[config.mk]
export PLATFORM = sky130hd
export DESIGN_NAME = acbc_ctrl
export DESIGN_NICKNAME = d
export VERILOG_FILES = /design/src/rtl/acbc_pkg.sv /design/src/rtl/acbc_ctrl.sv
export SDC_FILE = /design/constraint.sdc
export NUM_CORES = 1
export LEC_CHECK = 0
export BUFFER_PORTS_ARGS = -buffer_cell sky130_fd_sc_hd__buf_2
export CELL_PAD_IN_SITES_DETAIL_PLACEMENT = 1
export CELL_PAD_IN_SITES_GLOBAL_PLACEMENT = 2
export CORE_AREA = 2 2 39 41
export DETAILED_ROUTE_END_ITERATION = 8
export DIE_AREA = 0 0 41 43
export PLACE_DENSITY_LB_ADDON = 0.08
export SYNTH_ARGS = -nofsm -noshare
export SYNTH_HDL_FRONTEND = slang
export SYNTH_SLANG_ARGS = --single-unit
[constraint.sdc]
create_clock -name aclk -period 1.1 [get_ports aclk]
set_input_delay 0.055 -clock aclk [delete_from_list [all_inputs] [get_ports aclk]]
set_output_delay 0.055 -clock aclk [all_outputs]
set_load 0.03 [all_outputs]
[src/rtl/acbc_pkg.sv]
`timescale 1ns / 1ps
`default_nettype none
// ----------------------------------------------------------------------------
// acbc_pkg
// Shared types, register map, S-box table and AES round functions.
// ----------------------------------------------------------------------------
package acbc_pkg;

    localparam int unsigned BLOCK_W   = 128;
    localparam int unsigned RK_DEPTH  = 15;
    localparam int unsigned CFG_W     = 64;
    localparam int unsigned PADDR_W   = 6;

    localparam logic [2:0] REG_KEY_SIZE = 3'd0;
    localparam logic [2:0] REG_KEY_W0   = 3'd1;
    localparam logic [2:0] REG_KEY_W1   = 3'd2;
    localparam logic [2:0] REG_KEY_W2   = 3'd3;
    localparam logic [2:0] REG_KEY_W3   = 3'd4;
    localparam logic [2:0] REG_IV_HIGH  = 3'd5;
    localparam logic [2:0] REG_IV_LOW   = 3'd6;

    localparam logic [1:0] KS_128 = 2'd0;
    localparam logic [1:0] KS_192 = 2'd1;

    typedef enum logic [2:0] {
        ST_IDLE,
        ST_EXPAND,
        ST_LOAD,
        ST_ROUND,
        ST_FINISH
    } ctrl_state_t;

    typedef struct packed {
        logic capture;
        logic exp_step;
        logic enc_init;
        logic enc_step;
        logic finish;
    } ctrl_cmd_t;

    typedef struct packed {
        logic exp_done;
        logic enc_last;
        logic out_free;
    } ctrl_status_t;

    localparam logic [2047:0] SBOX_TABLE = {
        128'h637c777bf26b6fc53001672bfed7ab76, 128'hca82c97dfa5947f0add4a2af9ca472c0,
        128'hb7fd9326363ff7cc34a5e5f171d83115, 128'h04c723c31896059a071280e2eb27b275,
        128'h09832c1a1b6e5aa0523bd6b329e32f84, 128'h53d100ed20fcb15b6acbbe394a4c58cf,
        128'hd0efaafb434d338545f9027f503c9fa8, 128'h51a3408f929d38f5bcb6da2110fff3d2,
        128'hcd0c13ec5f974417c4a77e3d645d1973, 128'h60814fdc222a908846eeb814de5e0bdb,
        128'he0323a0a4906245cc2d3ac629195e479, 128'he7c8376d8dd54ea96c56f4ea657aae08,
        128'hba78252e1ca6b4c6e8dd741f4bbd8b8a, 128'h703eb5664803f60e613557b986c11d9e,
        128'he1f8981169d98e949b1e87e9ce5528df, 128'h8ca1890dbfe6426841992d0fb054bb16
    };

    function automatic logic [7:0] sbox(input logic [7:0] a);
        return SBOX_TABLE[(11'd255 - {3'd0, a}) * 11'd8 +: 8];
    endfunction

    function automatic logic [7:0] xtime(input logic [7:0] a);
        return {a[6:0], 1'b0} ^ (a[7] ? 8'h1b : 8'h00);
    endfunction

    function automatic logic [31:0] sub_word(input logic [31:0] w);
        return {sbox(w[31:24]), sbox(w[23:16]), sbox(w[15:8]), sbox(w[7:0])};
    endfunction

    function automatic logic [127:0] aes_round(input logic [127:0] st, input logic last);
        logic [7:0]   s [16];
        logic [7:0]   t [16];
        logic [127:0] r;
        logic [7:0]   a0, a1, a2, a3;
        for (int j = 0; j < 16; j++) begin
            s[j] = sbox(st[127 - 8 * j -: 8]);
        end
        for (int c = 0; c < 4; c++) begin
            for (int j = 0; j < 4; j++) begin
                t[c * 4 + j] = s[((c + j) % 4) * 4 + j];
            end
        end
        for (int c = 0; c < 4; c++) begin
            a0 = t[4 * c];
            a1 = t[4 * c + 1];
            a2 = t[4 * c + 2];
            a3 = t[4 * c + 3];
            if (last) begin
                r[127 - 32 * c -: 32] = {a0, a1, a2, a3};
            end else begin
                r[127 - 32 * c -: 8]      = xtime(a0) ^ xtime(a1) ^ a1 ^ a2 ^ a3;
                r[127 - 32 * c - 8 -: 8]  = a0 ^ xtime(a1) ^ xtime(a2) ^ a2 ^ a3;
                r[127 - 32 * c - 16 -: 8] = a0 ^ a1 ^ xtime(a2) ^ xtime(a3) ^ a3;
                r[127 - 32 * c - 24 -: 8] = xtime(a0) ^ a0 ^ a1 ^ a2 ^ xtime(a3);
            end
        end
        return r;
    endfunction

endpackage
`default_nettype wire

[src/rtl/acbc_ctrl.sv]
`timescale 1ns / 1ps
`default_nettype none
// ----------------------------------------------------------------------------
// acbc_ctrl
// Sequencer for key expansion, round iteration and result hand-over.
// ----------------------------------------------------------------------------
module acbc_ctrl (
    input  wire logic                  aclk,
    input  wire logic                  aresetn,
    input  wire logic                  in_valid,
    input  wire logic                  in_first,
    output logic                       in_ready,
    input  wire acbc_pkg::ctrl_status_t status,
    output acbc_pkg::ctrl_cmd_t        cmd
);

    acbc_pkg::ctrl_state_t state_reg, state_next;

    always_ff @(posedge aclk) begin
        if (!aresetn) begin
            state_reg <= acbc_pkg::ST_IDLE;
        end else begin
            state_reg <= state_next;
        end
    end

    always_comb begin
        state_next = state_reg;
        case (state_reg)
            acbc_pkg::ST_IDLE: begin
                if (in_valid) begin
                    state_next = in_first ? acbc_pkg::ST_EXPAND : acbc_pkg::ST_LOAD;
                end
            end
            acbc_pkg::ST_EXPAND: begin
                if (status.exp_done) begin
                    state_next = acbc_pkg::ST_LOAD;
                end
            end
            acbc_pkg::ST_LOAD: state_next = acbc_pkg::ST_ROUND;
            acbc_pkg::ST_ROUND: begin
                if (status.enc_last) begin
                    state_next = acbc_pkg::ST_FINISH;
                end
            end
            acbc_pkg::ST_FINISH: begin
                if (status.out_free) begin
                    state_next = acbc_pkg::ST_IDLE;
                end
            end
            default: state_next = acbc_pkg::ST_IDLE;
        endcase
    end

    always_comb begin
        cmd      = '0;
        in_ready = 1'b0;
        case (state_reg)
            acbc_pkg::ST_IDLE: begin
                in_ready    = 1'b1;
                cmd.capture = in_valid;
            end
            acbc_pkg::ST_EXPAND: cmd.exp_step = 1'b1;
            acbc_pkg::ST_LOAD:   cmd.enc_init = 1'b1;
            acbc_pkg::ST_ROUND:  cmd.enc_step = 1'b1;
            acbc_pkg::ST_FINISH: cmd.finish   = status.out_free;
            default: begin
                cmd      = '0;
                in_ready = 1'b0;
            end
        endcase
    end

endmodule
`default_nettype wire

Word-level counts from Yosys, hierarchy flattened
Cells that the tools add are included.
Operators by class
  eq/ne operators: 8
  muxes and demuxes: 12
  reductions and logical operators: 2
Operators with widths (count)
  3-bit one-hot mux with 5 select lines: 1
  3-bit two-way mux: 4
  2-bit inequality test, second input constant: 4
  3-bit by 2-bit == test with 1-bit output, second input constant: 2
  1-bit two-way mux: 6
  4-bit AND reduction: 1
  3-bit by 1-bit == test with 1-bit output, second input constant: 1
  3-bit == test, second input constant: 1
  3-bit logical NOT: 1
  2-bit two-way mux: 1
Word-level totals
  register bits after elaboration: 3
  input port bits: 7
  output and inout port bits: 6
  logic and storage cells: 23

Longest topological paths before layout
Gate-level depths: netlist (run 1).
  word-level depth: 3
  mapped depth: 3
  depth with buffers taken out: 3

Worst setup path before layout (run 1)
No wires, ideal clock.
  path type: flip-flop to output port
  from: register state_reg[2]
  to: output port cmd[4] (netlist name)
  data arrival time: 1.482 ns
  data required time: 1.045 ns
  setup slack: -0.437 ns
  cell stages (with the launch flop): 3
  path buffers: 0
  cell sequence: dfxtp_1 -> nor3_1 -> and2_1
RTL lines
  start: declaration: RTL line acbc_ctrl.sv:17  | acbc_pkg::ctrl_state_t state_reg, state_next;
  start signal: assignment: RTL line acbc_ctrl.sv:21  | state_reg <= acbc_pkg::ST_IDLE;
  start signal: assignment: RTL line acbc_ctrl.sv:23  | state_reg <= state_next;
  end: declaration: RTL line acbc_ctrl.sv:14  | output acbc_pkg::ctrl_cmd_t cmd

==> metrics.cfg, run 1 <==
[status]
status=complete, but fails checks
violations=negative setup slack

[critical_path]
reg2reg_slack_ps=50
critPathArrivalTime_ps=1060
startpoint_type=flip-flop
cp_data_required_time_ps=1040
path_max_fanout=7
rr_worst_depth=4
rr_startpoint=state_reg[1]
r2r-end=state_reg[1]
critPathKind=flip-flop to output pin
worstSetupEndpointType=output pin

[floorplanning]
start_util_pct=14.56
fp.dieW_um=41
core_um2=1384
ioPinCount=13
rows=14
dieArea_um2=1763
fp.dieH_um=43

[timing]
rsz0062_at_grt=yes
setup_violations=1
timing.final.crit_share_pct=101.7
worst_pin_slew_ps=252.3
fin_crit_ps=1118
hold_viol=0
skew_ps=2.650
fmax_ghz=0.8941
slew_viol_final=0
whs_ps=83.54
slew_headroom_pct=83.18
finalWorstSetupSlack_ps=-18.44

[cts]
clock-sinks=3
h-tree-depth=1
clock_latency_ps=230
cts_made_buffers=3
path_clk_slew_ps=40
cts_tree=built
cts_max_path_buffers=2
root_buffer=clkbuf_4

[pwr]
power_density_nw_per_um2=1583
p_leak_nw=0.1744
ir_worst_vdd_v=0.0006051

[drt]
wl_met2_um=343
postRouteAntennaNets=0
wl_um=646
drt_first_iter_violations=4
top_layer=met3
wire_per_inst_um=11.33
via_per_inst=4.316
wl_met3_um=57
via_count=246
met1_length_um=245
drc=0
drtPass1Iterations=3

[place]
placed_cell_area_um2=285.3
globalplace.congestion=0.6661
numPortBuffers=12

[final_layout]
drive_above_1_share_pct=65.85
fin_nets=49
final_common_cell=buf_2
final_cell_mix=7 x buf_2, 5 x nand2_1, 4 x buf_6
insertedDiodeCount=0
num-fill-cells=176
largest_reg_flops=3
area_growth_pct=88.82
design_area_um2=380.4

[global_route]
grt_max_degree=8
grt_util_all_layers_pct=9.237
grt_pass1_vias=240
grt_pass1_wl_mm=1.055
antenna_found_initial=0
overflow=0

[worst_hold_path]
min_to=state_reg[2]
hold_path_depth=3
hp-start=status[1]
hp-class=primary input to flip-flop

[logic_synthesis]
ys_types=15
synth-edff-count=0
synth_warnings=0
async_flop_share_pct=0
avgSynthCellArea_um2=8.393
seq_area_frac_synth_pct=29.81
synth_area_um2=201.4
syn_inst=24
synth_ff_type=dfxtp_1
synth_fp_nets=31
ys_ff_latch=3

[flow_run]
cap_violations=0

how the worst max path moves through the flow:
stage,end,start,cells after the start
2_1_floorplan,cmd[3],state_reg[0],1
3_3_place_gp,cmd[0],state_reg[0],3
3_5_place_dp,cmd[0],state_reg[0],3
4_1_cts,cmd[4],state_reg[2],3
5_1_grt,cmd[4],state_reg[2],3
6_report,cmd[4],state_reg[2],3
cell usage after synthesis, types with 2 or more instances:
cell type | number | share of area (%)
nand2_1 | 5 | 9.3
dfxtp_1 | 3 | 30
nand3b_1 | 2 | 7.5
nor3b_1 | 2 | 7.5
nand2b_1 | 2 | 6.2
layer usage:
metal | track usage, % | vias up
met2 | 12.19 | 11
met4 | 4.000 | 0
met3 | 6.283 | 0
met5 | 0 | -
li1 | - | 120
met1 | 11.25 | 115
critical path, cell delays in order, from the launching register on:
cell and delay, ps:
dfxtp_4 360, nor3_4 190, and2_4 160, buf_6 120
kinds of logic after synthesis:
group / share of synthesized area, %
buf+inv: 3.728
simple gates: 53.41
compound gates: 13.05
flops: 29.81
report_power, final:
| group | leakage, nW | switching (mW) | internal [mW] | total (mW) |
|---|---|---|---|---|
| Combinational | 0.133 | 0.121 | 0.124 | 0.245 |
| Sequential | 0.0267 | 0.0370 | 0.126 | 0.163 |
| Clock | 0.0150 | 0.0576 | 0.136 | 0.194 |
through the flow:
stage / util (%) / setup TNS [ps] / std cells / worst slack (ps) / total power [mW]
floorplan: - / -326.9 / 24 / -152.0 / 0.2857
global placement: 20.61 / 0 / 51 / 31.61 / 0.3406
detailed placement: 20.61 / 0 / 51 / 18.45 / 0.3436
CTS: 25.95 / -48.33 / 57 / -35.94 / 0.6057
global route: 27.49 / -162.7 / 57 / -77.43 / 0.6545
finish: 27.49 / -18.44 / 57 / -18.44 / 0.6020
area by class of cell:
type	instances	area (um^2)	area share, %
sequential	3	71.32	18.75
multi-input combinational	20	160.2	42.11
timing repair buffer	14	102.6	26.97
tap	16	20.02	5.263
clock buffer	4	26.28	6.908
what timing repair did:
item                       4_1_cts  5_1_grt
buffers inserted                 2        0
pin swaps                        3        1
setup endpoints to repair        6        7
hold buffers                     0        0
resized for setup               13        6
Note: power is estimated with default switching activity, not from simulation.
==> run 2: changes to the inputs <==
CAP_MARGIN = 10   (was not set)
CELL_PAD_IN_SITES_DETAIL_PLACEMENT = not set   (was 1)
CELL_PAD_IN_SITES_GLOBAL_PLACEMENT = not set   (was 2)
==> metrics.cfg, run 2 (synthesis gave the netlist of run 1 again) <==
[timing]
timing.final.crit_share_pct=99.84  ; was 101.7%
tns_ps=0  ; was -18.44 ps
worst_pin_slew_ps=256.0  ; was 252.3 ps
setup_violations=0  ; was 1
fmax_ghz=0.9105  ; was 0.8941 GHz
fin_crit_ps=1098  ; was 1118 ps
slew_viol_final=0  ; unchanged
slew_headroom_pct=82.93  ; was 83.18%
hold_viol=0  ; unchanged
rsz0062_at_grt=yes  ; unchanged
skew_ps=5.645  ; was 2.650 ps
finalWorstSetupSlack_ps=1.735  ; was -18.44 ps

[floorplanning]
ioPinCount=13  ; unchanged
dieArea_um2=1763  ; unchanged
start_util_pct=14.56  ; unchanged
fp.dieH_um=43  ; unchanged
rows=14  ; unchanged
fp.dieW_um=41  ; unchanged
core_um2=1384  ; unchanged

[worst_hold_path]
hold_path_depth=3  ; unchanged
hp-class=primary input to flip-flop  ; unchanged
hp-start=status[1]  ; unchanged
min_to=state_reg[2]  ; unchanged

[drt]
drc=0  ; unchanged
top_layer=met4  ; was met3
via_per_inst=4.193  ; was 4.316
wl_met3_um=57  ; unchanged
wl_um=626  ; was 646 um
met1_length_um=274  ; was 245 um
via_count=239  ; was 246
postRouteAntennaNets=0  ; unchanged
drt_first_iter_violations=2  ; was 4
wire_per_inst_um=10.98  ; was 11.33 um
wl_met2_um=289  ; was 343 um
drtPass1Iterations=4  ; was 3

[final_layout]
drive_above_1_share_pct=65.85  ; unchanged
largest_reg_flops=3  ; unchanged
num-fill-cells=157  ; was 176
area_growth_pct=88.82  ; unchanged
insertedDiodeCount=0  ; unchanged
post-route-util_pct=27.49  ; unchanged
final_cell_mix=7 x buf_2, 5 x nand2_1, 4 x buf_4  ; was 7 x buf_2, 5 x nand2_1, 4 x buf_6
fin_nets=49  ; unchanged
final_common_cell=buf_2  ; unchanged

[cts]
root_buffer=clkbuf_4  ; unchanged
cts_max_path_buffers=2  ; unchanged
clock-sinks=3  ; unchanged
cts_hold_buf=0  ; unchanged
clock_latency_ps=230  ; about the same
path_clk_slew_ps=40  ; about the same
h-tree-depth=1  ; unchanged
cts_tree=built  ; unchanged
cts_made_buffers=3  ; unchanged

[critical_path]
critPathKind=flip-flop to output pin  ; unchanged
cp_data_required_time_ps=1040  ; about the same
r2r-end=state_reg[1]  ; unchanged
worstSetupEndpointType=output pin  ; unchanged
rr_startpoint=state_reg[1]  ; unchanged
startpoint_type=flip-flop  ; unchanged
critPathArrivalTime_ps=1040  ; was 1060 ps
path_max_fanout=7  ; unchanged
reg2reg_slack_ps=70  ; was 50 ps
rr_worst_depth=4  ; unchanged

[global_route]
grt_max_degree=8  ; unchanged
grt_pass1_vias=235  ; was 240
overflow=0  ; unchanged
antenna_found_initial=0  ; unchanged
grt_pass1_wl_um=924  ; was 1.055 mm
grt_util_all_layers_pct=8.333  ; was 9.237%

[pwr]
p_sw_uw=211.5  ; was 215.7 uW
internal-power_uw=376.4  ; was 386.3 uW
switching_share_pct=35.98  ; was 35.83%
p_leak_nw=0.1722  ; was 0.1744 nW
pwr-share-clk_pct=32.4  ; was 32.2%
pwr-share-comb_pct=39.6  ; was 40.7%
ir_worst_vdd_v=0.0006700  ; was 0.0006051 V
power_density_nw_per_um2=1546  ; was 1583 nW/um^2
seq_power_share_pct=27.9  ; was 27.2%

[status]
status=completed  ; was complete, but fails checks

[flow_run]
cap_violations=0  ; unchanged

[place]
preCtsSetupSlack_ps=17.83  ; was 18.45 ps
numPortBuffers=12  ; unchanged
dp_hpwl_um=476.5
globalplace.congestion=0.8147  ; was 0.6661

==> run 2: cell counts in the layout (fill, tap and decap cells not counted) <==
Identical to the previous run, type by type.
==> run 2: critical path, cell delays in order, from the launching register on <==
cell and delay, ps:
dfxtp_4 370, nor3_4 170, and2_4 160, buf_6 120
==> run 2: metrics by stage <==
stage | hold WS, ps | power [mW] | std cells | instance area, um^2
after floorplan | 189.9 | 0.2857 | 24 | 212.7
final | 86.35 | 0.5879 | 57 | 380.4
after global placement | 329.6 | 0.3380 | 51 | 285.3
after global routing | 96.73 | 0.6197 | 57 | 380.4
after CTS | 78.39 | 0.5807 | 56 | 364.1
after detailed placement | 323.2 | 0.3411 | 51 | 285.3
==> run 2: cell type report <==
| type | instances | area, um^2 | area share (%) |
|---|---|---|---|
| multi-input cells | 20 | 163.9 | 43.09 |
| well taps | 16 | 20.02 | 5.263 |
| clock buffers | 4 | 26.28 | 6.908 |
| flip-flops and latches | 3 | 71.32 | 18.75 |
| repair buffers | 14 | 98.84 | 25.99 |
==> run 2: power by group through the flow <==
stage	Clock, mW	Sequential (mW)	Combinational, mW
3_3_place_gp	0	0.153	0.185
6_report	0.191	0.164	0.233
2_1_floorplan	0	0.147	0.139
4_1_cts	0.200	0.161	0.219
5_1_grt	0.206	0.168	0.246
3_5_place_dp	0	0.153	0.188
==> run 2: how the worst max path moves through the flow <==
stage          cells past startpoint  slack [ps]            to    startpoint
2_1_floorplan                      1        -150        cmd[3]  state_reg[0]
3_3_place_gp                       3          30  state_reg[0]  state_reg[1]
3_5_place_dp                       3          20  state_reg[0]  state_reg[1]
4_1_cts                            3         -10        cmd[4]  state_reg[0]
5_1_grt                            3         -40        cmd[4]  state_reg[2]
6_report                           3           2        cmd[4]  state_reg[0]
==> run 2: repair_timing <==
action,4_1_cts,5_1_grt
endpoints found under the setup margin,5,5
setup buffers,1,1
gates cloned,0,0
pin swaps,1,1
gates resized for setup,17,2
==> run 2: per-layer routing <==
metal / track usage, % / vias to the layer above
li1: - / 120
met1: 9.325 / 107
met2: 12.19 / 10
met3: 4.712 / 2
met4: 4.000 / 0
met5: 0 / -
